<file path="src/rtl/core/bdlp_pkg.sv">
// ---------------------------------------------------------------------------
// bdlp_pkg
// shared types and constants of the button debounce / long press core
// ---------------------------------------------------------------------------
`timescale 1ns / 1ps
`default_nettype none

package bdlp_pkg;

	localparam int NUM_BUTTONS = 4;
	localparam int FIELD_W     = 4;
	localparam int ACC_W       = (NUM_BUTTONS > FIELD_W) ? NUM_BUTTONS : FIELD_W;
	localparam int IDX_W       = (NUM_BUTTONS > 1) ? $clog2(NUM_BUTTONS) : 1;

	localparam logic [IDX_W-1:0] LAST_IDX = IDX_W'(NUM_BUTTONS - 1);

	localparam int DB_W   = 4;
	localparam int CNT_W  = 8;
	localparam int CFG_W  = 8;
	localparam int CIDX_W = 2;

	localparam logic [CNT_W-1:0] CNT_MAX = '1;

	// register indexes of the configuration port
	localparam logic [CIDX_W-1:0] REG_DEBOUNCE   = 2'd0;
	localparam logic [CIDX_W-1:0] REG_LONG_PRESS = 2'd1;
	localparam logic [CIDX_W-1:0] REG_REPEAT     = 2'd2;
	localparam logic [CIDX_W-1:0] REG_LONG_MASK  = 2'd3;

	localparam logic [DB_W-1:0]    RST_DEBOUNCE   = 4'd3;
	localparam logic [CNT_W-1:0]   RST_LONG_PRESS = 8'd60;
	localparam logic [CNT_W-1:0]   RST_REPEAT     = 8'd16;
	localparam logic [FIELD_W-1:0] RST_LONG_MASK  = 4'd5;

	// results owed to the output side at most (one in flight, one waiting)
	localparam logic [1:0] OWED_MAX = 2'd2;

	typedef struct packed {
		logic             sampled;
		logic [DB_W-1:0]  db_cnt;
		logic             stable;
		logic [CNT_W-1:0] hold_cnt;
		logic [CNT_W-1:0] rep_cnt;
	} btn_state_t;

	localparam int STATE_W = $bits(btn_state_t);

	typedef struct packed {
		logic [DB_W-1:0]  debounce;
		logic [CNT_W-1:0] long_press;
		logic [CNT_W-1:0] rep_period;
	} timing_cfg_t;

	typedef struct packed {
		logic [FIELD_W-1:0] shorts;
		logic [FIELD_W-1:0] longs;
	} result_t;

endpackage

`default_nettype wire

</file>
<file path="src/rtl/core/button_debounce_long_press_repeat_core.sv">
// ---------------------------------------------------------------------------
// button_debounce_long_press_repeat_core
// debouncer with short press, long press and auto-repeat events per button
// ---------------------------------------------------------------------------
//  channel | handshake                 | payload
//  item    | item_valid / item_stall   | levels (active-low pins)
//  result  | result_valid/result_stall | short_events, long_events
//  config  | cfg_write                 | cfg_index, cfg_data
//
//  in one transaction the sequencer visits one button per cycle through the
//  read and write ports of the state memory
//  the result is queued once the last button leaves the update stage
//  reset clears all button state (valid bits in the memory) and loads the
//  register defaults; no clearing pass is needed
//  up to two results may be owed; a stalled result side holds the item side
//  only once both are outstanding
// ---------------------------------------------------------------------------
`timescale 1ns / 1ps
`default_nettype none

module button_debounce_long_press_repeat_core (
	input  wire logic                          clk,
	input  wire logic                          arst_n,
	// item channel
	input  wire logic                          item_valid,
	output logic                               item_stall,
	input  wire logic [bdlp_pkg::FIELD_W-1:0]  levels,
	// result channel
	output logic                               result_valid,
	input  wire logic                          result_stall,
	output logic [bdlp_pkg::FIELD_W-1:0]       short_events,
	output logic [bdlp_pkg::FIELD_W-1:0]       long_events,
	// configuration port
	input  wire logic                          cfg_write,
	input  wire logic [bdlp_pkg::CIDX_W-1:0]   cfg_index,
	input  wire logic [bdlp_pkg::CFG_W-1:0]    cfg_data
);

	// configuration registers
	bdlp_pkg::timing_cfg_t              timing_q;
	logic [bdlp_pkg::FIELD_W-1:0]       mask_q;

	// sequencer over the buttons of the current transaction
	logic                               busy_q;
	logic [bdlp_pkg::IDX_W-1:0]         idx_q;
	logic [bdlp_pkg::FIELD_W-1:0]       levels_q;
	logic [1:0]                         owed_q;

	// update stage, lined up with the memory read data
	logic                               v_s1;
	logic [bdlp_pkg::IDX_W-1:0]         addr_s1;
	logic                               pressed_s1;
	logic                               enabled_s1;
	logic                               last_s1;

	logic [bdlp_pkg::ACC_W-1:0]         short_acc_q;
	logic [bdlp_pkg::ACC_W-1:0]         long_acc_q;

	logic                               accept;
	logic                               pop;
	logic                               seq_free;
	logic [bdlp_pkg::ACC_W-1:0]         levels_sh;
	logic [bdlp_pkg::ACC_W-1:0]         mask_sh;
	logic [bdlp_pkg::ACC_W-1:0]         btn_bit;
	logic [bdlp_pkg::ACC_W-1:0]         short_bits;
	logic [bdlp_pkg::ACC_W-1:0]         long_bits;
	bdlp_pkg::btn_state_t               cur_state;
	bdlp_pkg::btn_state_t               nxt_state;
	logic                               short_ev;
	logic                               long_ev;
	logic                               push;
	bdlp_pkg::result_t                  push_data;
	bdlp_pkg::result_t                  head_data;

	// ---------------------------------------------------------------- config
	always_ff @(posedge clk or negedge arst_n) begin
		if (!arst_n) begin
			timing_q.debounce     <= bdlp_pkg::RST_DEBOUNCE;
			timing_q.long_press   <= bdlp_pkg::RST_LONG_PRESS;
			timing_q.rep_period   <= bdlp_pkg::RST_REPEAT;
			mask_q                <= bdlp_pkg::RST_LONG_MASK;
		end else if (cfg_write) begin
			unique case (cfg_index)
				bdlp_pkg::REG_DEBOUNCE:   timing_q.debounce <= cfg_data[bdlp_pkg::DB_W-1:0];
				bdlp_pkg::REG_LONG_PRESS: timing_q.long_press <= cfg_data;
				bdlp_pkg::REG_REPEAT:     timing_q.rep_period <= cfg_data;
				bdlp_pkg::REG_LONG_MASK:  mask_q <= cfg_data[bdlp_pkg::FIELD_W-1:0];
				default: ;
			endcase
		end
	end

	// ------------------------------------------------------------- handshake
	assign pop      = result_valid && !result_stall;
	// a new item may enter while the last button of the previous one issues
	assign seq_free = !busy_q || (idx_q == bdlp_pkg::LAST_IDX);
	assign item_stall = !(seq_free && ((owed_q != bdlp_pkg::OWED_MAX) || pop));
	assign accept   = item_valid && !item_stall;

	always_ff @(posedge clk or negedge arst_n) begin
		if (!arst_n) begin
			busy_q <= 1'b0;
			idx_q  <= '0;
			owed_q <= '0;
		end else begin
			owed_q <= owed_q + {1'b0, accept} - {1'b0, pop};
			if (accept) begin
				busy_q <= 1'b1;
				idx_q  <= '0;
			end else if (busy_q) begin
				busy_q <= (idx_q != bdlp_pkg::LAST_IDX);
				idx_q  <= idx_q + 1'b1;
			end
		end
	end

	always_ff @(posedge clk) begin
		if (accept) begin
			levels_q <= levels;
		end
	end

	// ----------------------------------------------------------- issue stage
	// pick this button's pin and enable bit; buttons past the field width
	// read a low pin (pressed) and no enable
	assign levels_sh = bdlp_pkg::ACC_W'(levels_q) >> idx_q;
	assign mask_sh   = bdlp_pkg::ACC_W'(mask_q) >> idx_q;

	always_ff @(posedge clk or negedge arst_n) begin
		if (!arst_n) begin
			v_s1 <= 1'b0;
		end else begin
			v_s1 <= busy_q;
		end
	end

	always_ff @(posedge clk) begin
		addr_s1    <= idx_q;
		pressed_s1 <= ~levels_sh[0];
		enabled_s1 <= mask_sh[0];
		last_s1    <= (idx_q == bdlp_pkg::LAST_IDX);
	end

	bdlp_state_ram u_ram (
		.clk    (clk),
		.arst_n (arst_n),
		.re     (busy_q),
		.raddr  (idx_q),
		.we     (v_s1),
		.waddr  (addr_s1),
		.wdata  (nxt_state),
		.rdata  (cur_state)
	);

	// ---------------------------------------------------------- update stage
	bdlp_btn_upd u_upd (
		.cur      (cur_state),
		.pressed  (pressed_s1),
		.enabled  (enabled_s1),
		.cfg      (timing_q),
		.nxt      (nxt_state),
		.short_ev (short_ev),
		.long_ev  (long_ev)
	);

	assign btn_bit    = bdlp_pkg::ACC_W'(1) << addr_s1;
	assign short_bits = short_ev ? btn_bit : '0;
	assign long_bits  = long_ev ? btn_bit : '0;

	// event bits gather over the buttons of one transaction
	always_ff @(posedge clk or negedge arst_n) begin
		if (!arst_n) begin
			short_acc_q <= '0;
			long_acc_q  <= '0;
		end else if (v_s1) begin
			if (last_s1) begin
				short_acc_q <= '0;
				long_acc_q  <= '0;
			end else begin
				short_acc_q <= short_acc_q | short_bits;
				long_acc_q  <= long_acc_q | long_bits;
			end
		end
	end

	assign push             = v_s1 && last_s1;
	assign push_data.shorts = bdlp_pkg::FIELD_W'(short_acc_q | short_bits);
	assign push_data.longs  = bdlp_pkg::FIELD_W'(long_acc_q | long_bits);

	// ---------------------------------------------------------------- output
	bdlp_outq u_outq (
		.clk        (clk),
		.arst_n     (arst_n),
		.push       (push),
		.push_data  (push_data),
		.pop        (pop),
		.head_valid (result_valid),
		.head_data  (head_data)
	);

	assign short_events = head_data.shorts;
	assign long_events  = head_data.longs;

endmodule

`default_nettype wire

</file>
<file path="src/rtl/core/bdlp_state_ram.sv">
// ---------------------------------------------------------------------------
// bdlp_state_ram
// per-button state memory, one read and one write port, registered read
// ---------------------------------------------------------------------------
`timescale 1ns / 1ps
`default_nettype none

module bdlp_state_ram (
	input  wire logic                       clk,
	input  wire logic                       arst_n,
	input  wire logic                       re,
	input  wire logic [bdlp_pkg::IDX_W-1:0] raddr,
	input  wire logic                       we,
	input  wire logic [bdlp_pkg::IDX_W-1:0] waddr,
	input  wire bdlp_pkg::btn_state_t       wdata,
	output bdlp_pkg::btn_state_t            rdata
);

	bdlp_pkg::btn_state_t                   mem [bdlp_pkg::NUM_BUTTONS];
	logic [bdlp_pkg::NUM_BUTTONS-1:0]       valid_q;
	bdlp_pkg::btn_state_t                   rd_q;
	logic                                   rd_valid_q;
	logic                                   fwd_q;
	bdlp_pkg::btn_state_t                   fwd_data_q;

	always_ff @(posedge clk) begin
		if (we) begin
			mem[waddr] <= wdata;
		end
		if (re) begin
			rd_q <= mem[raddr];
		end
		fwd_data_q <= wdata;
	end

	// valid bits stand in for a cleared memory after reset
	always_ff @(posedge clk or negedge arst_n) begin
		if (!arst_n) begin
			valid_q    <= '0;
			rd_valid_q <= 1'b0;
			fwd_q      <= 1'b0;
		end else begin
			if (we) begin
				valid_q[waddr] <= 1'b1;
			end
			if (re) begin
				rd_valid_q <= valid_q[raddr];
				fwd_q      <= we && (waddr == raddr);
			end
		end
	end

	// a read issued while the same entry is written sees the new data
	always_comb begin
		if (fwd_q) begin
			rdata = fwd_data_q;
		end else if (rd_valid_q) begin
			rdata = rd_q;
		end else begin
			rdata = '0;
		end
	end

endmodule

`default_nettype wire

</file>
<file path="src/rtl/core/bdlp_btn_upd.sv">
// ---------------------------------------------------------------------------
// bdlp_btn_upd
// one poll step of one button: debounce, hold and repeat counting, events
// ---------------------------------------------------------------------------
`timescale 1ns / 1ps
`default_nettype none

module bdlp_btn_upd (
	input  wire bdlp_pkg::btn_state_t  cur,
	input  wire logic                  pressed,
	input  wire logic                  enabled,
	input  wire bdlp_pkg::timing_cfg_t cfg,
	output bdlp_pkg::btn_state_t       nxt,
	output logic                       short_ev,
	output logic                       long_ev
);

	always_comb begin
		logic [bdlp_pkg::CNT_W-1:0] held;
		logic                       reached;
		nxt      = cur;
		short_ev = 1'b0;
		long_ev  = 1'b0;
		held     = cur.hold_cnt;
		reached  = 1'b0;

		if (pressed != nxt.sampled) begin
			nxt.sampled = pressed;
			nxt.db_cnt  = '0;
		end else if (nxt.db_cnt < cfg.debounce) begin
			nxt.db_cnt = nxt.db_cnt + 1'b1;
		end

		if ((nxt.db_cnt >= cfg.debounce) && (nxt.stable != nxt.sampled)) begin
			nxt.stable   = nxt.sampled;
			nxt.hold_cnt = '0;
			nxt.rep_cnt  = '0;
			short_ev     = !nxt.stable && (!enabled || (held < cfg.long_press));
		end

		if (nxt.stable && enabled) begin
			if (nxt.hold_cnt != bdlp_pkg::CNT_MAX) begin
				nxt.hold_cnt = nxt.hold_cnt + 1'b1;
				reached      = (nxt.hold_cnt == cfg.long_press);
			end
			if (reached) begin
				long_ev     = 1'b1;
				nxt.rep_cnt = '0;
			end else if (nxt.hold_cnt >= cfg.long_press) begin
				if (nxt.rep_cnt != bdlp_pkg::CNT_MAX) begin
					nxt.rep_cnt = nxt.rep_cnt + 1'b1;
				end
				if (nxt.rep_cnt >= cfg.rep_period) begin
					long_ev     = 1'b1;
					nxt.rep_cnt = '0;
				end
			end
		end
	end

endmodule

`default_nettype wire

</file>
<file path="src/rtl/core/bdlp_outq.sv">
// ---------------------------------------------------------------------------
// bdlp_outq
// two-entry result queue between the update pipeline and the output channel
// ---------------------------------------------------------------------------
`timescale 1ns / 1ps
`default_nettype none

module bdlp_outq (
	input  wire logic              clk,
	input  wire logic              arst_n,
	input  wire logic              push,
	input  wire bdlp_pkg::result_t push_data,
	input  wire logic              pop,
	output logic                   head_valid,
	output bdlp_pkg::result_t      head_data
);

	logic [1:0]        count_q;
	bdlp_pkg::result_t head_q;
	bdlp_pkg::result_t tail_q;

	always_ff @(posedge clk or negedge arst_n) begin
		if (!arst_n) begin
			count_q <= '0;
		end else begin
			count_q <= count_q + {1'b0, push} - {1'b0, pop};
		end
	end

	always_ff @(posedge clk) begin
		case (count_q)
			2'd0: begin
				if (push) head_q <= push_data;
			end
			2'd1: begin
				if (push && pop) begin
					head_q <= push_data;
				end else if (push) begin
					tail_q <= push_data;
				end
			end
			default: begin
				if (pop) head_q <= tail_q;
			end
		endcase
	end

	assign head_valid = (count_q != 2'd0);
	assign head_data  = head_q;

endmodule

`default_nettype wire

</file>
<file path="config.mk">
export PLATFORM = sky130hd
export DESIGN_NAME = button_debounce_long_press_repeat_core
export DESIGN_NICKNAME = d
export VERILOG_FILES = /design/src/rtl/core/bdlp_pkg.sv /design/src/rtl/core/button_debounce_long_press_repeat_core.sv /design/src/rtl/core/bdlp_state_ram.sv /design/src/rtl/core/bdlp_btn_upd.sv /design/src/rtl/core/bdlp_outq.sv
export SDC_FILE = /design/constraint.sdc
export NUM_CORES = 1
export LEC_CHECK = 0
export ABC_AREA = 0
export CAP_MARGIN = 30
export CELL_PAD_IN_SITES_DETAIL_PLACEMENT = 0
export CELL_PAD_IN_SITES_GLOBAL_PLACEMENT = 2
export CORE_UTILIZATION = 46
export DETAILED_ROUTE_END_ITERATION = 8
export DONT_BUFFER_PORTS = 1
export GPL_TIMING_DRIVEN = 0
export PLACE_DENSITY = 0.89
export SYNTH_ARGS = -nofsm -noshare
export SYNTH_HDL_FRONTEND = slang
export SYNTH_SLANG_ARGS = --single-unit
</file>
<file path="constraint.sdc">
create_clock -name clk -period 8 [get_ports clk]
set_clock_uncertainty 0.05 [all_clocks]
set_input_delay 0.8 -clock clk [delete_from_list [all_inputs] [get_ports clk]]
set_output_delay 0.8 -clock clk [all_outputs]
set_load 0.03 [all_outputs]
</file>
==> results of run 1 <==
-- registers in the layout (all words and copies together) (netlist names) --
name              cells
u_outq.head_data      8
short_acc_q           4
timing_q             20
long_acc_q            4
owed_q                2
pressed_s1            1
mask_q                4
levels_q              4
u_ram.mem            88
v_s1                  1
addr_s1               2
last_s1               1
busy_q                1
u_ram.valid_q         4
u_ram.rd_valid_q      1
u_outq.tail_q         8
u_ram.fwd_q           1
u_ram.rd_q           22
idx_q                 2
u_outq.count_q        2
enabled_s1            1
u_ram.fwd_data_q     22
-- synth_stat cells (5+ instances only) --
cell and n:
nand4_1 7, mux4_2 25, ha_1 40, nand3_1 20, dfxtp_1 27, edfxtp_1 130, inv_1 38, nor2_1 30
mux2_2 30, nor3_1 7, o21ai_0 25, nand2b_1 13, clkbuf_1 15, mux2i_1 8, a21o_1 11, dfrtp_1 37
a22oi_1 5, o21a_1 9, and2_1 5, a22o_1 11, nor2b_1 7, dfstp_2 9, o41ai_2 6, xor2_1 8
nand2_1 51, xnor2_1 12, a21oi_1 23, or3_1 6, buf_1 6
-- path summary, 6_finish.rpt --
kind                        startpoint              end  slack, ps  cells past startpoint
max                        u_ram.fwd_q  u_ram.mem[1][7]        410                     31
min reg2reg                   idx_q[0]       addr_s1[0]        370                      0
max reg2reg                u_ram.fwd_q  u_ram.mem[1][7]        410                     31
min                             arst_n     timing_q[13]        100                      0
max in group asynchronous       arst_n      u_ram.fwd_q       7600                      1
min in group clk             levels[3]      levels_q[3]        350                      0
-- layout by cell type (no fill, tap or decap), types with 5 or more instances in the layout --
master | synthesis | layout
mux4_2 | 25 | 25
dfstp_2 | 9 | 9
dfrtp_1 | 37 | 36
xor2_1 | 8 | 7
xnor2_1 | 12 | 12
a21o_1 | 11 | 11
or3_1 | 6 | 6
nand2b_1 | 13 | 12
a22o_1 | 11 | 11
ha_1 | 40 | 40
buf_4 | 0 | 5
a21oi_1 | 23 | 21
and2_1 | 5 | 5
nand3_1 | 20 | 20
clkbuf_16 | 0 | 23
edfxtp_1 | 130 | 130
a22oi_1 | 5 | 5
clkinv_1 | 0 | 5
buf_16 | 0 | 5
nor2_1 | 30 | 27
nand2_1 | 51 | 51
nand4_1 | 7 | 7
mux2i_1 | 8 | 8
o21a_1 | 9 | 9
nor2b_1 | 7 | 6
o41ai_2 | 6 | 6
clkbuf_1 | 15 | 17
o21ai_0 | 25 | 24
mux2_2 | 30 | 30
inv_1 | 38 | 38
dfxtp_1 | 27 | 27
-- metal layers --
| layer | routed length (um) | track usage | up-vias | share of wire |
|---|---|---|---|---|
| met3 | 830 | 0.0258 | 38 | 0.039 |
| met1 | 9100 | 0.270 | 2906 | 0.43 |
| met4 | 567 | 0.0670 | 0 | 0.027 |
| met2 | 10500 | 0.355 | 148 | 0.50 |
| met5 | 0 | 0 | - | 0 |
| li1 | - | - | 2687 | - |
-- what timing repair did --
item,4_1_cts,5_1_grt
pin swaps,0,2
endpoints found under the hold margin,37,0
hold buffers,1,0
endpoints found under the setup margin,56,52
gates resized for setup,18,11
setup buffers,0,5
-- cells by family (layout without fill, tap and decap cells) --
logic type	Yosys count	after routing	share of synthesized area
DFF	203	203	0.596
buffers and inverters	66	117	0.0285
xor gates and xnor gates	22	22	0.0234
AOI/OAI and AO/OA	123	123	0.100
and+or+nand+nor	172	172	0.0946
muxes	63	63	0.104
adders and majority gates	40	40	0.0532
-- worst max-delay path: cells and delay by family, from the launching register on --
kind	cells	cell delay, ps
xor+xnor	1	150
buf+inv	5	980
compound gates	13	2740
flops	1	460
fa+ha+maj	4	1130
simple gates	8	1840
-- layout make-up --
cell class / count / share of cell area
inverters: 39 / 0.0136
well taps: 265 / 0.0309
clock inverters: 10 / 0.00489
clock buffers: 30 / 0.0583
repair buffers: 13 / 0.0200
flip-flops and latches: 203 / 0.522
plain buffers: 25 / 0.0117
multi-input cells: 420 / 0.338
-- metrics by stage --
stage          cell area, um^2  cells   util
2_1_floorplan             9410    689      -
3_3_place_gp              9740    954  0.492
3_5_place_dp              9880    960  0.499
4_1_cts                  10600    999  0.538
5_1_grt                  10700   1005  0.543
6_report                 10700   1005  0.543
==> results_dict.tcl, run 1 <==
set metrics [dict create \
    ant_nets 0 \
    fin_crit_ps 7590 \
    grt_max_degree 38 \
    dominantRegCellSynth "edfxtp_1" \
    cts_buffers 22 \
    crit_top_cell "ha_1" \
    viasPerCell 5.75 \
    drtIter0Drc 396 \
    slowest_delay_ps 460 \
    io_pins 29 \
    clock-sinks 203 \
    tightest_slew_ps 963 \
    synth_top_cell_by_area "edfxtp_1" \
    synth_area_um2 9410 \
    final_hold_viol_count 0 \
    crit_path_top_delay_cell "dfrtp_2" \
    place_worst_setup_slack_ps -1670 \
    min-delay-path-class "input port to asynchronous set/reset pin" \
    grt.overflow.total 0 \
    drv_slew 0 \
    grt_pass1_vias 5914 \
    worstPathMaxFanout 28 \
    cp-end-kind "flip-flop" \
    drive_gt1_frac 0.208 \
    fin_crit_sh 0.949 \
    die-height_um 145 \
    grt_pass1_wl_um 33500 \
    status "finished, final reports clean" \
    syn_nets 748 \
    clk_pin_slew_ps 60 \
    synth_edf_count 130 \
    rows 51 \
    fmax_ghz 0.132 \
    worst-setup-path-type "flip-flop to flip-flop" \
    core_um2 19800 \
    portBuffers 0 \
    ys_types 66 \
    ys_async_sr_fraction 0.227 \
    yosysSeqAreaShare 0.596 \
    cts.path.max_buffers 3 \
    dieArea_um2 21000 \
    regArea_um2 5610 \
    cts_tree "built" \
    start_util 0.476 \
    drt-pass1-iter-count 5 \
    wirelength_um 21000 \
    synth_area_leaders "edfxtp_1 (42%), dfrtp_1 (9.8%), mux4_2 (6.0%), dfxtp_1 (5.7%), ha_1 (5.3%)" \
    cp.required_ps 8210 \
    dpl.hpwl_um 15200 \
    syn_to_final_growth_pct 14.1 \
    ctsHtreeMaxLevel 1 \
    syn_inst 689 \
    n_antenna_cell 0 \
    die_w_um 145 \
    synth_top_area_frac 0.415 \
    cp-start-kind "flip-flop" \
    cp.arrival_ps 7800 \
    setup_viol 0 \
    fin_nets 783 \
    clk-insertion-delay-late_ps 490 \
    yosysWarnings 0 \
    fill_cells 1676 \
    tns_ps 0 \
    place_congestion 0.907 \
    routed-via-count 5779 \
    avgSynthCellArea_um2 13.7 \
    drcViolationCount 0 \
    fin_ws_ps 407 \
    cts_root_buf "clkbuf_16" \
    timing.hold.ws_ps 97.2 \
    grt_usage 0.206 \
    drv_cap 0 \
    slew_headroom 0.350 \
    multi_input_area_um2 3630 \
    antenna_found_initial 0 \
    synth_seq_cells 203 \
    routedWlPerCell_um 20.9 \
]
Power of run 1 is left out: the tool's default activity adds up to more than one toggle a clock period on the data nets, which glitch-free logic cannot reach.
==> run 2: changes to the inputs <==
- CORE_UTILIZATION: 46 -> 47
- PLACE_DENSITY: 0.89 -> 0.88
- SYNTH_HIERARCHICAL: not set -> 1
==> run 2 against run 1 <==
Compared with the run above:
- global-route usage down 0.55 points
- cell count is 6.6% lower
- register-to-register slack better by 100 ps
- hold slack got worse by 14 ps
- sequential share of layout area is 0.89 points higher
- core utilization grew 0.13 points
- synthesized area fell by 1.4%
- highest routed layer unchanged
==> results_dict.tcl, run 2 <==
set metrics [dict create \
    avgSynthCellArea_um2 14.9 \
    top_regs "u_ram/mem x88, u_ram/fwd_data_q x22, u_ram/rd_q x22" \
    rows 51 \
    ys_top_cells_by_count "edfxtp_1 (130), ha_1 (40), dfrtp_1 (37)" \
    syn_to_final_growth_pct 13.8 \
    place_worst_setup_slack_ps -440 \
    drive_gt1_frac 0.230 \
    crit_path_top_delay_cell "dfrtp_1" \
    place_congestion 0.894 \
    crit_top_cell "ha_1" \
    yosysMostFrequentCell "edfxtp_1" \
    final_cell_mix "edfxtp_1 (130), ha_1 (40), dfrtp_1 (37), inv_1 (35), nand2_1 (35)" \
    fin_crit_ps 7490 \
    cts_root_buf "clkbuf_16" \
    rsz0062_at_grt "false" \
    drt-pass1-iter-count 5 \
    die_w_um 142 \
    fmax_ghz 0.133 \
    die-height_um 142 \
    fill_cells 1581 \
    cp.arrival_ps 7690 \
    fin_nets 716 \
    cts_buffers 23 \
    rrSetupSlack_ps 510 \
    routed-via-count 5431 \
    largest_reg_flops 88 \
    ys_async_sr_fraction 0.227 \
    slowest_delay_ps 360 \
    final_common_cell "edfxtp_1" \
    yosysWarnings 6 \
    grt_usage 0.201 \
    synth_area_leaders "edfxtp_1 (42%), dfrtp_1 (10%), dfxtp_1 (5.8%), ha_1 (5.4%), mux4_2 (4.9%)" \
    ctsHtreeMaxLevel 1 \
    synth_edf_count 130 \
    ys_types 73 \
    ant_nets 0 \
    worst-setup-path-type "flip-flop to flip-flop" \
    fin_ws_ps 507 \
    dpl.hpwl_um 13600 \
    synth_seq_cells 203 \
    n_antenna_cell 0 \
    wirelength_um 19400 \
    grt_pass1_wl_um 30800 \
    syn_inst 621 \
    dominantRegCellSynth "edfxtp_1" \
    drtIter0Drc 321 \
    critPathBufInv 6 \
    cp-end-kind "flip-flop" \
    yosysSeqAreaShare 0.605 \
    clk_pin_slew_ps 60 \
    utilization 0.544 \
    drv_slew 0 \
    drv_cap 0 \
    placed_cells 892 \
    routedWlPerCell_um 20.7 \
    core_um2 19400 \
    final_hold_viol_count 0 \
    synth_top_cell_by_area "edfxtp_1" \
    grt_max_degree 38 \
    cts_tree "built" \
    syn_nets 680 \
    io_pins 29 \
    fin_crit_sh 0.937 \
    clk-insertion-delay-late_ps 510 \
    viasPerCell 5.78 \
    cp.required_ps 8190 \
    grt.overflow.total 0 \
    drcViolationCount 0 \
    status "finished, final reports clean" \
    min-delay-path-class "input port to asynchronous set/reset pin" \
    top_register "u_ram/mem" \
    slew_headroom 0.372 \
    cts.path.max_buffers 3 \
    start_util 0.478 \
    grt_pass1_vias 5620 \
    synth_top_area_frac 0.421 \
    synth_area_um2 9270 \
    tightest_slew_ps 932 \
    stdcell_count 939 \
    critPathTopFamily "compound AO/OA/AOI/OAI gates" \
    portBuffers 0 \
    dieArea_um2 20300 \
    setup_viol 0 \
    clock-sinks 203 \
    antenna_found_initial 0 \
    worstPathMaxFanout 10 \
    cp-start-kind "flip-flop" \
]
run 2: final cells by class:
class                   count  area [um^2]  share of cell area
plain buffers              17          129              0.0122
clock buffers              32          649              0.0615
clock inverters            10         86.3             0.00818
inverters                  36          135              0.0128
multi-input cells         365         3450               0.327
flip-flops and latches    203         5610               0.531
well taps                 265          332              0.0314
repair buffers             11          166              0.0158
run 2: worst paths after layout:
check,endpoint,depth (start not counted),startpoint
max,u_outq/head_data[0],34,u_ram/fwd_q
min,short_acc_q[2],1,arst_n
max reg2reg,u_outq/head_data[0],34,u_ram/fwd_q
min reg2reg,owed_q[1],1,owed_q[1]
max in group asynchronous,timing_q[3],1,arst_n
min in group clk,levels_q[3],0,levels[3]
run 2: logic make-up after synthesis:
kind of cell               synth area share
and+or+nand+nor                      0.0673
muxes                                 0.109
buffers and inverters                0.0283
adders and majority gates            0.0540
AOI/OAI and AO/OA                     0.110
xor gates and xnor gates             0.0269
DFF                                   0.605
run 2: timing repair:
| item | CTS | global route |
|---|---|---|
| hold buffers | 1 | 0 |
| buffers inserted | 2 | 2 |
| setup endpoints to repair | 47 | 52 |
| gates resized for setup | 3 | 10 |
| pin swaps | 1 | 1 |
| hold endpoints to repair | 37 | 0 |
run 2: routing by layer:
metal / share of wire / GRT usage / wire (um)
met1: 0.44 / 0.262 / 8490
met2: 0.49 / 0.340 / 9520
met3: 0.044 / 0.0299 / 864
met4: 0.028 / 0.0707 / 543
met5: 0 / 0 / 0
run 2: metrics by stage:
step / hold slack (ps) / area (um^2) / TNS [ps]
final: 83.5 / 10600 / 0
after floorplan: 383 / 9270 / 0
after detailed placement: 418 / 9730 / -7000
after CTS: 70.4 / 10500 / 0
after global routing: 62.3 / 10600 / 0
after global placement: 398 / 9600 / -1640
Power of run 2 is left out for the same reason.
==> run 3: changes to the inputs <==
- MAX_ROUTING_LAYER: not set -> met4
==> run 3 against run 2 <==
Compared with the run above:
- global-route usage up 0.93 points
- core utilization decreased by 0.29 points
- clock-buffer cell count shrank 3
- sequential share of layout area increased by 0.28 points
- non-clock buffer count shrank 2
- hold slack improved by 15 ps
==> results_dict.tcl, run 3 (synthesis gave the netlist of run 2 again) <==
set metrics [dict create \
    grt_pass1_vias 5677 \
    grt_max_degree 38 \
    final_area_um2 10500 \
    drcViolationCount 0 \
    largest_reg_flops 88 \
    ant_nets 0 \
    place_area_um2 9710 \
    wirelength_um 19600 \
    slew_headroom 0.330 \
    tightest_slew_ps 1000 \
    routed-via-count 5399 \
    crit_top_cell "ha_1" \
    worstPathMaxFanout 10 \
    cts.path.max_buffers 3 \
    worst-setup-path-type "flip-flop to flip-flop" \
    cp.required_ps 8190 \
    antenna_found_initial 0 \
    syn_to_final_growth_pct 13.2 \
    cts_root_buf "clkbuf_16" \
    drv_slew 0 \
    n_antenna_cell 0 \
    critPathTopFamily "compound AO/OA/AOI/OAI gates" \
    drt-pass1-iter-count 4 \
    routedWlPerCell_um 20.9 \
    timing.hold.ws_ps 98.3 \
    dpl.hpwl_um 13700 \
    final_hold_viol_count 0 \
    setup_viol 0 \
    drive_gt1_frac 0.228 \
    final_cell_mix "edfxtp_1 (130), ha_1 (40), dfrtp_1 (37), inv_1 (35), nand2_1 (35)" \
    fin_crit_sh 0.939 \
    status "finished, final reports clean" \
    clk_pin_slew_ps 60 \
    fin_nets 713 \
    top_register "u_ram/mem" \
    cp-end-kind "flip-flop" \
    place_congestion 0.895 \
    clock-sinks 203 \
    cp-start-kind "flip-flop" \
    grt_pass1_wl_um 31000 \
    dieArea_um2 20300 \
    final_common_cell "edfxtp_1" \
    top_regs "u_ram/mem x88, u_ram/fwd_data_q x22, u_ram/rd_q x22" \
    die_w_um 142 \
    cp.arrival_ps 7700 \
    utilization 0.541 \
    core_um2 19400 \
    tns_ps 0 \
    grt.overflow.total 0 \
    crit_path_top_delay_cell "a2111oi_4" \
    critPathBufInv 5 \
    rsz0062_at_grt "false" \
    die-height_um 142 \
    fmax_ghz 0.133 \
    rows 51 \
    cts_tree "built" \
    clk-insertion-delay-late_ps 500 \
    ctsHtreeMaxLevel 1 \
    drv_cap 0 \
    io_pins 29 \
    min-delay-path-class "input port to asynchronous set/reset pin" \
    grt_usage 0.210 \
    drtIter0Drc 304 \
    slowest_delay_ps 470 \
    portBuffers 0 \
    start_util 0.478 \
    fin_crit_ps 7510 \
    cts_buffers 22 \
    viasPerCell 5.77 \
]
==> run 3: cell types whose count changed in the layout (fill, tap and decap cells not counted), sizes merged <==
cell,previous run,this run
clkbuf,37,35
bufinv,1,2
buf,23,20
inv,39,37
clkinv,4,7
clkinvlp,2,1
==> run 3: area by class of cell <==
| type | instances | area (um^2) |
|---|---|---|
| repair buffers | 9 | 130 |
| fillers | 1621 | 8900 |
| clock inverters | 11 | 108 |
| inverters | 36 | 135 |
| plain buffers | 17 | 131 |
| multi-input cells | 365 | 3440 |
| flip-flops and latches | 203 | 5610 |
| clock buffers | 29 | 618 |
| well taps | 265 | 332 |
==> run 3: repair_timing <==
action,CTS,global route
setup buffers,1,1
setup endpoints to repair,52,52
cloned,0,0
resized for setup,3,9
pin swaps,1,1
hold buffers,1,0
endpoints found under the hold margin,37,0
==> run 3: stage by stage <==
step | instances | setup slack, ps
after floorplan | 621 | 1260
after global placement | 886 | -281
after detailed placement | 892 | -486
after CTS | 934 | 21.5
after global routing | 935 | 7.26
final | 935 | 487
==> run 3: worst paths after layout <==
kind	startpoint	end	slack, ps	cells after the start
max	u_ram/fwd_q	u_outq/head_data[0]	490	33
min	arst_n	timing_q[10]	100	0
max in group asynchronous	arst_n	timing_q[18]	7600	1
min in group clk	levels[1]	levels_q[1]	350	0
min reg2reg	u_ram/valid_q[3]	u_ram/valid_q[3]	420	1
max reg2reg	u_ram/fwd_q	u_outq/head_data[0]	490	33
==> run 3: layer usage <==
metal | vias to the layer above | global-route usage | wire length, um
met5 | - | - | 0
met4 | 0 | 0.0792 | 658
li1 | 2481 | - | -
met2 | 125 | 0.350 | 9860
met1 | 2749 | 0.259 | 8320
met3 | 44 | 0.0296 | 732
Power of run 3 is left out for the same reason.
